[src/hw/rtl/alpha_blend_over_top_macros.svh]
// Assertion helpers for the alpha blend block.
// Each macro expects clk_i and rst_ni in scope.
`ifndef ALPHA_BLEND_OVER_TOP_MACROS_SVH
`define ALPHA_BLEND_OVER_TOP_MACROS_SVH

`ifndef SYNTHESIS

`define ABO_ASSERT(lbl, prop) \
  lbl: assert property (@(posedge clk_i) disable iff (!rst_ni) (prop)) \
    else $error("alpha_blend_over_top: assertion failed");

`define ABO_ASSERT_NEXT(lbl, ante, cons) \
  lbl: assert property (@(posedge clk_i) disable iff (!rst_ni) (ante) |=> (cons)) \
    else $error("alpha_blend_over_top: assertion failed");

`else

`define ABO_ASSERT(lbl, prop)

`define ABO_ASSERT_NEXT(lbl, ante, cons)

`endif

`endif

[src/hw/rtl/abo_pkg.sv]
package abo_pkg;

  localparam int unsigned PIX_W        = 8;
  localparam int unsigned W_W          = 2 * PIX_W;
  localparam int unsigned NUM_W        = 3 * PIX_W;
  localparam int unsigned QUOT_W       = PIX_W;
  localparam int unsigned LANES        = 3;
  localparam int unsigned FRONT_STAGES = 3;
  localparam int unsigned PIPE_DEPTH   = FRONT_STAGES + QUOT_W;

  localparam int unsigned CFG_IDX_W  = 1;
  localparam int unsigned CFG_DATA_W = 1;

  localparam logic [CFG_IDX_W-1:0] CFG_SRC_HAS_ALPHA = 1'd0;
  localparam logic [CFG_IDX_W-1:0] CFG_DST_HAS_ALPHA = 1'd1;

  typedef logic [PIX_W-1:0] pix_t;
  typedef logic [W_W-1:0]   wgt_t;
  typedef logic [NUM_W-1:0] num_t;

  localparam pix_t PIX_MAX = '1;

  typedef struct packed {
    logic src_has_alpha;
    logic dst_has_alpha;
  } cfg_t;

  typedef struct packed {
    pix_t [LANES-1:0] src;
    pix_t [LANES-1:0] dst;
    pix_t             sa;
    pix_t             da;
  } blend_in_t;

  typedef struct packed {
    num_t [LANES-1:0] num;
    wgt_t             d;
    pix_t             alpha;
    logic             zero;
  } front_out_t;

endpackage

[src/hw/rtl/abo_pix_if.sv]
interface abo_pix_if import abo_pkg::*; ();
  logic valid;
  logic ready;
  pix_t src_red;
  pix_t src_green;
  pix_t src_blue;
  pix_t src_alpha;
  pix_t dst_red;
  pix_t dst_green;
  pix_t dst_blue;
  pix_t dst_alpha;

  modport source (
    output valid, src_red, src_green, src_blue, src_alpha,
    output dst_red, dst_green, dst_blue, dst_alpha,
    input  ready
  );

  modport sink (
    input  valid, src_red, src_green, src_blue, src_alpha,
    input  dst_red, dst_green, dst_blue, dst_alpha,
    output ready
  );
endinterface

[src/hw/rtl/abo_res_if.sv]
interface abo_res_if import abo_pkg::*; ();
  logic valid;
  logic ready;
  pix_t out_red;
  pix_t out_green;
  pix_t out_blue;
  pix_t out_alpha;

  modport source (
    output valid, out_red, out_green, out_blue, out_alpha,
    input  ready
  );

  modport sink (
    input  valid, out_red, out_green, out_blue, out_alpha,
    output ready
  );
endinterface

[src/hw/rtl/alpha_blend_over_top.sv]
// Source-over blend of straight-alpha RGBA pixels, exact integer result.
// Pipeline: 3 arithmetic stages, then one restoring-divider stage per
// quotient bit.
// Throughput: one pixel per cycle; each stage stalls only when full.
// Reset clears all stage valid bits and sets both has-alpha registers to 1.
`include "alpha_blend_over_top_macros.svh"

module alpha_blend_over_top import abo_pkg::*; (
  input  logic                  clk_i,
  input  logic                  rst_ni,
  input  logic                  cfg_we_i,
  input  logic [CFG_IDX_W-1:0]  cfg_idx_i,
  input  logic [CFG_DATA_W-1:0] cfg_data_i,
  abo_pix_if.sink               pix_i,
  abo_res_if.source             res_o
);

  cfg_t                  cfg_q;
  logic [PIPE_DEPTH-1:0] vld_q;
  logic [PIPE_DEPTH-1:0] vld_d;
  logic [PIPE_DEPTH-1:0] stage_rdy;

  blend_in_t        blend_in;
  front_out_t       front;
  pix_t [LANES-1:0] quot;

  pix_t              alpha_q [QUOT_W];
  logic [QUOT_W-1:0] zero_q;

  always_ff @(posedge clk_i or negedge rst_ni) begin
    if (!rst_ni) begin
      cfg_q <= '{src_has_alpha: 1'b1, dst_has_alpha: 1'b1};
    end else if (cfg_we_i) begin
      unique case (cfg_idx_i)
        CFG_SRC_HAS_ALPHA: cfg_q.src_has_alpha <= cfg_data_i[0];
        CFG_DST_HAS_ALPHA: cfg_q.dst_has_alpha <= cfg_data_i[0];
        default: ;
      endcase
    end
  end

  // A stage loads when it is empty or its successor loads.
  always_comb begin
    stage_rdy[PIPE_DEPTH-1] = !vld_q[PIPE_DEPTH-1] || res_o.ready;
    for (int k = PIPE_DEPTH - 2; k >= 0; k--) begin
      stage_rdy[k] = !vld_q[k] || stage_rdy[k+1];
    end
  end

  assign vld_d = {vld_q[PIPE_DEPTH-2:0], pix_i.valid};

  always_ff @(posedge clk_i or negedge rst_ni) begin
    if (!rst_ni) begin
      vld_q <= '0;
    end else begin
      for (int k = 0; k < PIPE_DEPTH; k++) begin
        if (stage_rdy[k]) begin
          vld_q[k] <= vld_d[k];
        end
      end
    end
  end

  assign pix_i.ready = stage_rdy[0];

  assign blend_in.src[0] = pix_i.src_red;
  assign blend_in.src[1] = pix_i.src_green;
  assign blend_in.src[2] = pix_i.src_blue;
  assign blend_in.dst[0] = pix_i.dst_red;
  assign blend_in.dst[1] = pix_i.dst_green;
  assign blend_in.dst[2] = pix_i.dst_blue;
  assign blend_in.sa     = pix_i.src_alpha;
  assign blend_in.da     = pix_i.dst_alpha;

  abo_front u_front (
    .clk_i (clk_i),
    .en_i  (stage_rdy[FRONT_STAGES-1:0]),
    .cfg_i (cfg_q),
    .pix_i (blend_in),
    .res_o (front)
  );

  for (genvar l = 0; l < LANES; l++) begin : g_lane
    abo_div u_div (
      .clk_i  (clk_i),
      .en_i   (stage_rdy[PIPE_DEPTH-1:FRONT_STAGES]),
      .num_i  (front.num[l]),
      .den_i  (front.d),
      .quot_o (quot[l])
    );
  end

  // alpha and the zero-weight flag ride alongside the divider
  always_ff @(posedge clk_i) begin
    if (stage_rdy[FRONT_STAGES]) begin
      alpha_q[0] <= front.alpha;
      zero_q[0]  <= front.zero;
    end
    for (int k = 1; k < QUOT_W; k++) begin
      if (stage_rdy[FRONT_STAGES+k]) begin
        alpha_q[k] <= alpha_q[k-1];
        zero_q[k]  <= zero_q[k-1];
      end
    end
  end

  assign res_o.valid     = vld_q[PIPE_DEPTH-1];
  assign res_o.out_red   = zero_q[QUOT_W-1] ? '0 : quot[0];
  assign res_o.out_green = zero_q[QUOT_W-1] ? '0 : quot[1];
  assign res_o.out_blue  = zero_q[QUOT_W-1] ? '0 : quot[2];
  assign res_o.out_alpha = alpha_q[QUOT_W-1];

  `ABO_ASSERT(a_dst_opaque, res_o.valid && !cfg_q.dst_has_alpha |-> res_o.out_alpha == PIX_MAX)
  `ABO_ASSERT(a_src_opaque, res_o.valid && !cfg_q.src_has_alpha |-> res_o.out_alpha == PIX_MAX)
  `ABO_ASSERT(a_clear_black, res_o.valid && res_o.out_alpha == '0 |->
    res_o.out_red == '0 && res_o.out_green == '0 && res_o.out_blue == '0)
  `ABO_ASSERT(a_full_when_stalled, !pix_i.ready |-> &vld_q)
  `ABO_ASSERT_NEXT(a_accept_lands, pix_i.valid && pix_i.ready, vld_q[0])

endmodule

[src/hw/rtl/abo_front.sv]
// Weights, products, numerators, combined weight and result alpha.
module abo_front import abo_pkg::*; (
  input  logic                    clk_i,
  input  logic [FRONT_STAGES-1:0] en_i,
  input  cfg_t                    cfg_i,
  input  blend_in_t               pix_i,
  output front_out_t              res_o
);

  pix_t sa;
  pix_t da;
  wgt_t ws_d;
  wgt_t wd_d;
  logic [W_W:0] alpha_sum;

  pix_t [LANES-1:0] cs1_q;
  pix_t [LANES-1:0] cd1_q;
  wgt_t             ws1_q;
  wgt_t             wd1_q;

  num_t [LANES-1:0] ps2_q;
  num_t [LANES-1:0] pd2_q;
  wgt_t             d2_q;

  num_t [LANES-1:0] num3_q;
  wgt_t             d3_q;
  pix_t             alpha3_q;
  logic             zero3_q;

  // RGB formats read alpha as opaque
  assign sa = cfg_i.src_has_alpha ? pix_i.sa : PIX_MAX;
  assign da = cfg_i.dst_has_alpha ? pix_i.da : PIX_MAX;

  // sa*255 as a shift and subtract
  assign ws_d = {sa, {PIX_W{1'b0}}} - W_W'(sa);
  assign wd_d = W_W'(da) * W_W'(PIX_MAX - sa);

  always_ff @(posedge clk_i) begin
    if (en_i[0]) begin
      cs1_q <= pix_i.src;
      cd1_q <= pix_i.dst;
      ws1_q <= ws_d;
      wd1_q <= wd_d;
    end
  end

  always_ff @(posedge clk_i) begin
    if (en_i[1]) begin
      for (int l = 0; l < LANES; l++) begin
        ps2_q[l] <= NUM_W'(cs1_q[l]) * NUM_W'(ws1_q);
        pd2_q[l] <= NUM_W'(cd1_q[l]) * NUM_W'(wd1_q);
      end
      d2_q <= ws1_q + wd1_q;
    end
  end

  // floor(d/255) = (d + 1 + (d >> 8)) >> 8, exact for d up to 65534
  assign alpha_sum = (W_W+1)'(d2_q) + (W_W+1)'(1) + (W_W+1)'(d2_q >> PIX_W);

  always_ff @(posedge clk_i) begin
    if (en_i[2]) begin
      for (int l = 0; l < LANES; l++) begin
        num3_q[l] <= ps2_q[l] + pd2_q[l];
      end
      d3_q     <= d2_q;
      alpha3_q <= alpha_sum[PIX_W +: PIX_W];
      zero3_q  <= (d2_q == '0);
    end
  end

  assign res_o.num   = num3_q;
  assign res_o.d     = d3_q;
  assign res_o.alpha = alpha3_q;
  assign res_o.zero  = zero3_q;

endmodule

[src/hw/rtl/abo_div.sv]
// Restoring divider, one quotient bit per stage, MSB first.
// Quotient fits QUOT_W bits since num <= 255 * den.
module abo_div import abo_pkg::*; (
  input  logic              clk_i,
  input  logic [QUOT_W-1:0] en_i,
  input  num_t              num_i,
  input  wgt_t              den_i,
  output pix_t              quot_o
);

  num_t rem_q  [QUOT_W-1];
  wgt_t den_q  [QUOT_W-1];
  pix_t quot_q [QUOT_W];

  for (genvar k = 0; k < QUOT_W; k++) begin : g_step
    localparam int unsigned SH = QUOT_W - 1 - k;

    num_t         rem_in;
    wgt_t         den_in;
    pix_t         quot_in;
    num_t         trial;
    logic [NUM_W:0] diff;

    if (k == 0) begin : g_first
      assign rem_in  = num_i;
      assign den_in  = den_i;
      assign quot_in = '0;
    end else begin : g_next
      assign rem_in  = rem_q[k-1];
      assign den_in  = den_q[k-1];
      assign quot_in = quot_q[k-1];
    end

    assign trial = NUM_W'(den_in) << SH;
    assign diff  = {1'b0, rem_in} - {1'b0, trial};

    always_ff @(posedge clk_i) begin
      if (en_i[k]) begin
        quot_q[k] <= {quot_in[QUOT_W-2:0], ~diff[NUM_W]};
      end
    end

    if (k < QUOT_W - 1) begin : g_fwd
      always_ff @(posedge clk_i) begin
        if (en_i[k]) begin
          den_q[k] <= den_in;
          rem_q[k] <= diff[NUM_W] ? rem_in : diff[NUM_W-1:0];
        end
      end
    end
  end

  assign quot_o = quot_q[QUOT_W-1];

endmodule

[src/flat_wrapper.sv]
// flat-port wrapper written by rule: the top's interface ports become plain ports
module alpha_blend_over_top_flat import abo_pkg::*;
  (clk_i, rst_ni, cfg_we_i, cfg_idx_i, cfg_data_i, pix_i_valid, pix_i_src_red, pix_i_src_green, pix_i_src_blue, pix_i_src_alpha, pix_i_dst_red, pix_i_dst_green, pix_i_dst_blue, pix_i_dst_alpha, pix_i_ready, res_o_valid, res_o_out_red, res_o_out_green, res_o_out_blue, res_o_out_alpha, res_o_ready);
  abo_pix_if pix_i_i ();
  abo_res_if res_o_i ();
  input  logic clk_i;
  input  logic rst_ni;
  input  logic cfg_we_i;
  input  logic [CFG_IDX_W-1:0] cfg_idx_i;
  input  logic [CFG_DATA_W-1:0] cfg_data_i;
  input wire logic [$bits(pix_i_i.valid)-1:0] pix_i_valid;
  input wire logic [$bits(pix_i_i.src_red)-1:0] pix_i_src_red;
  input wire logic [$bits(pix_i_i.src_green)-1:0] pix_i_src_green;
  input wire logic [$bits(pix_i_i.src_blue)-1:0] pix_i_src_blue;
  input wire logic [$bits(pix_i_i.src_alpha)-1:0] pix_i_src_alpha;
  input wire logic [$bits(pix_i_i.dst_red)-1:0] pix_i_dst_red;
  input wire logic [$bits(pix_i_i.dst_green)-1:0] pix_i_dst_green;
  input wire logic [$bits(pix_i_i.dst_blue)-1:0] pix_i_dst_blue;
  input wire logic [$bits(pix_i_i.dst_alpha)-1:0] pix_i_dst_alpha;
  output wire logic [$bits(pix_i_i.ready)-1:0] pix_i_ready;
  output wire logic [$bits(res_o_i.valid)-1:0] res_o_valid;
  output wire logic [$bits(res_o_i.out_red)-1:0] res_o_out_red;
  output wire logic [$bits(res_o_i.out_green)-1:0] res_o_out_green;
  output wire logic [$bits(res_o_i.out_blue)-1:0] res_o_out_blue;
  output wire logic [$bits(res_o_i.out_alpha)-1:0] res_o_out_alpha;
  input wire logic [$bits(res_o_i.ready)-1:0] res_o_ready;
  assign pix_i_i.valid = pix_i_valid;
  assign pix_i_i.src_red = pix_i_src_red;
  assign pix_i_i.src_green = pix_i_src_green;
  assign pix_i_i.src_blue = pix_i_src_blue;
  assign pix_i_i.src_alpha = pix_i_src_alpha;
  assign pix_i_i.dst_red = pix_i_dst_red;
  assign pix_i_i.dst_green = pix_i_dst_green;
  assign pix_i_i.dst_blue = pix_i_dst_blue;
  assign pix_i_i.dst_alpha = pix_i_dst_alpha;
  assign pix_i_ready = pix_i_i.ready;
  assign res_o_valid = res_o_i.valid;
  assign res_o_out_red = res_o_i.out_red;
  assign res_o_out_green = res_o_i.out_green;
  assign res_o_out_blue = res_o_i.out_blue;
  assign res_o_out_alpha = res_o_i.out_alpha;
  assign res_o_i.ready = res_o_ready;
  alpha_blend_over_top u_core (.clk_i(clk_i), .rst_ni(rst_ni), .cfg_we_i(cfg_we_i), .cfg_idx_i(cfg_idx_i), .cfg_data_i(cfg_data_i), .pix_i(pix_i_i), .res_o(res_o_i));
endmodule
[config.mk]
export PLATFORM = sky130hd
export DESIGN_NAME = alpha_blend_over_top_flat
export DESIGN_NICKNAME = d
export VERILOG_FILES = /design/src/hw/rtl/abo_pkg.sv /design/src/hw/rtl/abo_pix_if.sv /design/src/hw/rtl/abo_res_if.sv /design/src/hw/rtl/alpha_blend_over_top.sv /design/src/hw/rtl/abo_front.sv /design/src/hw/rtl/abo_div.sv /design/src/flat_wrapper.sv
export VERILOG_INCLUDE_DIRS = /design/src /design/src/hw/rtl
export SDC_FILE = /design/constraint.sdc
export NUM_CORES = 2
export LEC_CHECK = 0
export BUFFER_PORTS_ARGS = -buffer_cell sky130_fd_sc_hd__clkbuf_2
export CAP_MARGIN = 20
export CELL_PAD_IN_SITES_DETAIL_PLACEMENT = 0
export CELL_PAD_IN_SITES_GLOBAL_PLACEMENT = 1
export CORE_UTILIZATION = 35
export CTS_CLUSTER_SIZE = 8
export DETAILED_ROUTE_END_ITERATION = 16
export GPL_ROUTABILITY_DRIVEN = 0
export PLACE_DENSITY_LB_ADDON = 0.1
export REMOVE_ABC_BUFFERS = 1
export SLEW_MARGIN = 5
export SYNTH_ARGS = -nofsm -noshare
export SYNTH_HDL_FRONTEND = slang
export SYNTH_SLANG_ARGS = --single-unit
[constraint.sdc]
create_clock -name clk_i -period 14 [get_ports clk_i]
set_input_delay 1.4 -clock clk_i [delete_from_list [all_inputs] [get_ports clk_i]]
set_output_delay 1.4 -clock clk_i [all_outputs]
set_load 0.01 [all_outputs]
==> impl_metrics.prom <==
# TYPE chip_impl_metric gauge
chip_impl_metric{name="die_y",unit="µm"} 501.8
chip_impl_metric{name="drt_iter0_markers",unit=""} 3000
chip_impl_metric{name="grt_util_all_layers",unit="%"} 19.00
chip_impl_metric{name="cts.path.max_buffers",unit=""} 3
chip_impl_metric{name="clkLatencyLatePin",unit="ns"} 0.84
chip_impl_metric{name="postCtsResizedCells",unit=""} 0
chip_impl_metric{name="numPortBuffers",unit=""} 104
chip_impl_metric{name="synth_edf_count",unit=""} 1133
chip_impl_info{name="timing.critical_path.from_type",value="input pin"} 1
chip_impl_metric{name="num-nets-final",unit=""} 9696
chip_impl_metric{name="number_of_detailed_route_iterations_in_the_first_pass",unit=""} 5
chip_impl_info{name="synth-main-ff-cell",value="sky130_fd_sc_hd__edfxtp_1"} 1
chip_impl_metric{name="drv.max_cap_violation_count",unit=""} 0
chip_impl_metric{name="floorplan.core_area",unit="µm²"} 248400
chip_impl_metric{name="die_wd",unit="µm"} 501.8
chip_impl_info{name="critical_path.endpoint_type",value="output port"} 1
chip_impl_info{name="cts_tree",value="built"} 1
chip_impl_info{name="unrepaired_setup_endpoints_after_global_routing",value="no"} 1
chip_impl_metric{name="drtAntennaViolNets",unit=""} 0
chip_impl_info{name="combinational_family_with_the_most_area_after_synthesis",value="adder cells"} 1
chip_impl_metric{name="cts-hold-fix-buffers",unit=""} 0
chip_impl_metric{name="drt_wl_total",unit="mm"} 235.7
chip_impl_metric{name="asyncSetResetFlopFracSynth",unit="%"} 1.134
chip_impl_info{name="synth_top_area_cell",value="sky130_fd_sc_hd__edfxtp_1"} 1
chip_impl_metric{name="yosys.area_share.adder",unit="%"} 24.05
chip_impl_metric{name="hold_depth",unit=""} 0
chip_impl_metric{name="grt_pass1_vias",unit=""} 61493
chip_impl_metric{name="wp_data_required",unit="ns"} 12.60
chip_impl_metric{name="tritoncts_num_sinks",unit=""} 1146
chip_impl_metric{name="drcViolationCount",unit=""} 0
chip_impl_metric{name="htree_levels",unit=""} 4
chip_impl_metric{name="worstPathArrival",unit="ns"} 4.90
chip_impl_metric{name="io-pin-count",unit=""} 105
chip_impl_info{name="worst-setup-path-type",value="input pin to output port"} 1
chip_impl_metric{name="synth_cell_types",unit=""} 108
chip_impl_metric{name="route.vias.total",unit=""} 57961
chip_impl_metric{name="num_rows",unit=""} 183
chip_impl_metric{name="fmax",unit="MHz"} 158.8
chip_impl_metric{name="timing.final.crit_period",unit="ns"} 6.295
chip_impl_metric{name="worst-slew-pin-transition",unit="ns"} 1.054
chip_impl_metric{name="design.die.area",unit="µm²"} 251800
chip_impl_info{name="outcome",value="finished clean"} 1
chip_impl_metric{name="routed_via_density",unit=""} 4.965
chip_impl_metric{name="initial_core_util",unit="%"} 35.19
chip_impl_metric{name="synth_sequential_area_ratio",unit="%"} 39.29
chip_impl_metric{name="synth_compound_area_share",unit="%"} 11.43
chip_impl_metric{name="place.detailed.hpwl",unit="mm"} 187.6
chip_impl_metric{name="max-slew-margin-rel",unit="%"} 29.73
chip_impl_metric{name="synthCells",unit=""} 8142
chip_impl_metric{name="final_hold_viol_count",unit=""} 0
chip_impl_metric{name="antenna_found_initial",unit=""} 11
chip_impl_info{name="leading_cell_type_by_number_of_instances_after_synthesis",value="sky130_fd_sc_hd__edfxtp_1"} 1
chip_impl_metric{name="worst-r2r-cell-count",unit=""} 17
chip_impl_metric{name="pin_count_of_the_biggest_net_entering_global_routing",unit=""} 73
chip_impl_metric{name="post_synth_xor_area_fraction",unit="%"} 4.818
chip_impl_info{name="netlist_top_cells_area",value="sky130_fd_sc_hd__edfxtp_1 39%, sky130_fd_sc_hd__fa_1 13%, sky130_fd_sc_hd__ha_1 11%, sky130_fd_sc_hd__and2_1 4.8%, sky130_fd_sc_hd__inv_1 4.3%"} 1
chip_impl_metric{name="growth_of_design_area_from_synthesis_to_finish",unit="%"} 10.73
chip_impl_metric{name="final_routed_wire_length_divided_by_cell_count",unit="µm"} 20.19
chip_impl_metric{name="overflow",unit=""} 0
chip_impl_metric{name="final_number_of_setup_violating_endpoints",unit=""} 0
chip_impl_info{name="ctsRootBufferMaster",value="sky130_fd_sc_hd__clkbuf_16"} 1
chip_impl_metric{name="grt_pass1_wl",unit="mm"} 365.4
chip_impl_metric{name="timing.final.crit_share",unit="%"} 44.97
chip_impl_metric{name="syn_area_per_cell",unit="µm²"} 10.74
chip_impl_metric{name="synth.area.mux_share",unit="%"} 1.375
chip_impl_metric{name="finClkSkew",unit="ns"} 0.08666
chip_impl_info{name="hold_path.class",value="register to register"} 1
chip_impl_metric{name="synth_largest_type_area_fraction",unit="%"} 38.91
chip_impl_metric{name="summed_negative_setup_slack_over_all_endpoints",unit="ns"} 0
chip_impl_metric{name="drive_gt1_share",unit="%"} 6.572
chip_impl_metric{name="final_max_slew_viol_count",unit=""} 0
chip_impl_metric{name="postSynthRegisterBits",unit=""} 1146
chip_impl_metric{name="tritoncts.num_buffers",unit=""} 168
chip_impl_metric{name="critical_path.max_fanout",unit=""} 56
chip_impl_metric{name="syn-cell-area",unit="µm²"} 87430
chip_impl_metric{name="ys.warnings.count",unit=""} 0
chip_impl_info{name="synth.cells.most_frequent",value="1133 x sky130_fd_sc_hd__edfxtp_1, 993 x sky130_fd_sc_hd__inv_1, 775 x sky130_fd_sc_hd__ha_1"} 1
chip_impl_metric{name="synthSimpleGateAreaFrac",unit="%"} 13.74
chip_impl_metric{name="clk_pin_slew_worst_paths",unit="ns"} 0.05
chip_impl_metric{name="cts.repair_timing.setup_buffer_count",unit=""} 0
==> per-layer routing <==
metal  track usage [%]  vias to the layer above  wire length [µm]
met2             35.43                      752            121800
met4             5.938                        0              7543
met5                 0                        -                 0
met3             2.228                      338              6188
li1                  -                    28322                 -
met1             22.48                    28549            100100
==> cell families after synthesis <==
kind of cell | after synthesis
buf+inv | 1204
simple gates | 2318
flops | 1146
fa+ha+maj | 1341
mux | 109
compound gates | 1543
xor+xnor | 481
==> worst paths after layout <==
path / from / end / slack, ns
max in group asynchronous: rst_ni / u_core.vld_q[5] / 13.02
max: res_o_ready / pix_i_ready / 7.70
min reg2reg: u_core.u_front.res_o[74] / u_core.g_lane[2].u_div.rem_q[0][1] / 0.36
min: u_core.u_front.res_o[74] / u_core.g_lane[2].u_div.rem_q[0][1] / 0.36
min in group asynchronous: rst_ni / u_core.vld_q[0] / 0.58
max reg2reg: u_core.u_front.cs1_q[10] / u_core.u_front.ps2_q[47] / 8.15
==> per-stage QoR <==
step	instances	util [%]	hold WS [ns]	instance area [µm²]	setup slack (ns)
global route	11669	38.96	0.3636	96800	7.376
CTS	11666	38.95	0.3498	96770	7.622
floorplan	7935	-	0.4003	86540	0.6178
detailed placement	11442	36.99	0.4045	91890	7.455
finish	11674	38.97	0.3560	96810	7.705
global placement	11442	36.99	0.4006	91890	7.470
==> state kept, by name, indices dropped and copies added (netlist names), 24 cells and up <==
| name | cells |
|---|---|
| u_core.g_lane.u_div.rem_q | 504 |
| u_core.g_lane.u_div.den_q | 112 |
| u_core.g_lane.u_div.quot_q | 108 |
| u_core.u_front.pd2_q | 72 |
| u_core.u_front.ps2_q | 72 |
| u_core.u_front.res_o | 72 |
| u_core.alpha_q | 64 |
| u_core.u_front.cd1_q | 24 |
| u_core.u_front.cs1_q | 24 |
==> layout by cell type (no fill, tap or decap), types with 34 or more instances in the layout <==
cell	netlist	final
sky130_fd_sc_hd__fa_1	566	566
sky130_fd_sc_hd__and2_1	666	666
sky130_fd_sc_hd__a21oi_1	422	421
sky130_fd_sc_hd__buf_4	13	73
sky130_fd_sc_hd__o21ai_0	387	387
sky130_fd_sc_hd__mux2_2	69	69
sky130_fd_sc_hd__o211ai_1	34	34
sky130_fd_sc_hd__a31oi_1	49	48
sky130_fd_sc_hd__nor2b_1	142	142
sky130_fd_sc_hd__nor3_1	117	117
sky130_fd_sc_hd__and3_1	43	43
sky130_fd_sc_hd__clkbuf_2	0	104
sky130_fd_sc_hd__nand2_1	502	499
sky130_fd_sc_hd__mux2i_1	35	35
sky130_fd_sc_hd__nor4_1	36	36
sky130_fd_sc_hd__o21bai_1	54	54
sky130_fd_sc_hd__xor2_1	193	193
sky130_fd_sc_hd__inv_1	993	990
sky130_fd_sc_hd__clkbuf_16	0	168
sky130_fd_sc_hd__or3_1	52	52
sky130_fd_sc_hd__edfxtp_1	1133	1133
sky130_fd_sc_hd__nand3_1	104	101
sky130_fd_sc_hd__nor2_1	438	438
sky130_fd_sc_hd__xnor2_1	288	288
sky130_fd_sc_hd__nand2b_1	124	124
sky130_fd_sc_hd__a21o_1	156	156
sky130_fd_sc_hd__a211oi_1	44	44
sky130_fd_sc_hd__ha_1	775	775
sky130_fd_sc_hd__o21a_1	94	94
sky130_fd_sc_hd__o31ai_1	51	51
==> critical path, cell delays in order <==
cell,delay (ns)
sky130_fd_sc_hd__clkbuf_2,0.08
sky130_fd_sc_hd__nor2b_1,0.45
sky130_fd_sc_hd__nand2_4,0.53
sky130_fd_sc_hd__nor2_1,0.65
sky130_fd_sc_hd__nand3_4,0.11
sky130_fd_sc_hd__nor2_1,0.53
sky130_fd_sc_hd__nand4_1,0.18
sky130_fd_sc_hd__buf_4,0.31
sky130_fd_sc_hd__buf_4,0.34
sky130_fd_sc_hd__clkbuf_2,0.17
==> cell type report <==
class / instances / area [µm²]
inverters: 997 / 3747
fillers: 24344 / 151600
clock buffers: 193 / 4308
repair buffers: 179 / 1099
clock inverters: 31 / 574.3
diodes: 6 / 15.01
well taps: 3330 / 4167
flip-flops and latches: 1146 / 34350
multi-input cells: 5792 / 48550
Power is left out: the tool's default activity adds up to more than one toggle a clock period on the data nets, which glitch-free logic cannot reach.
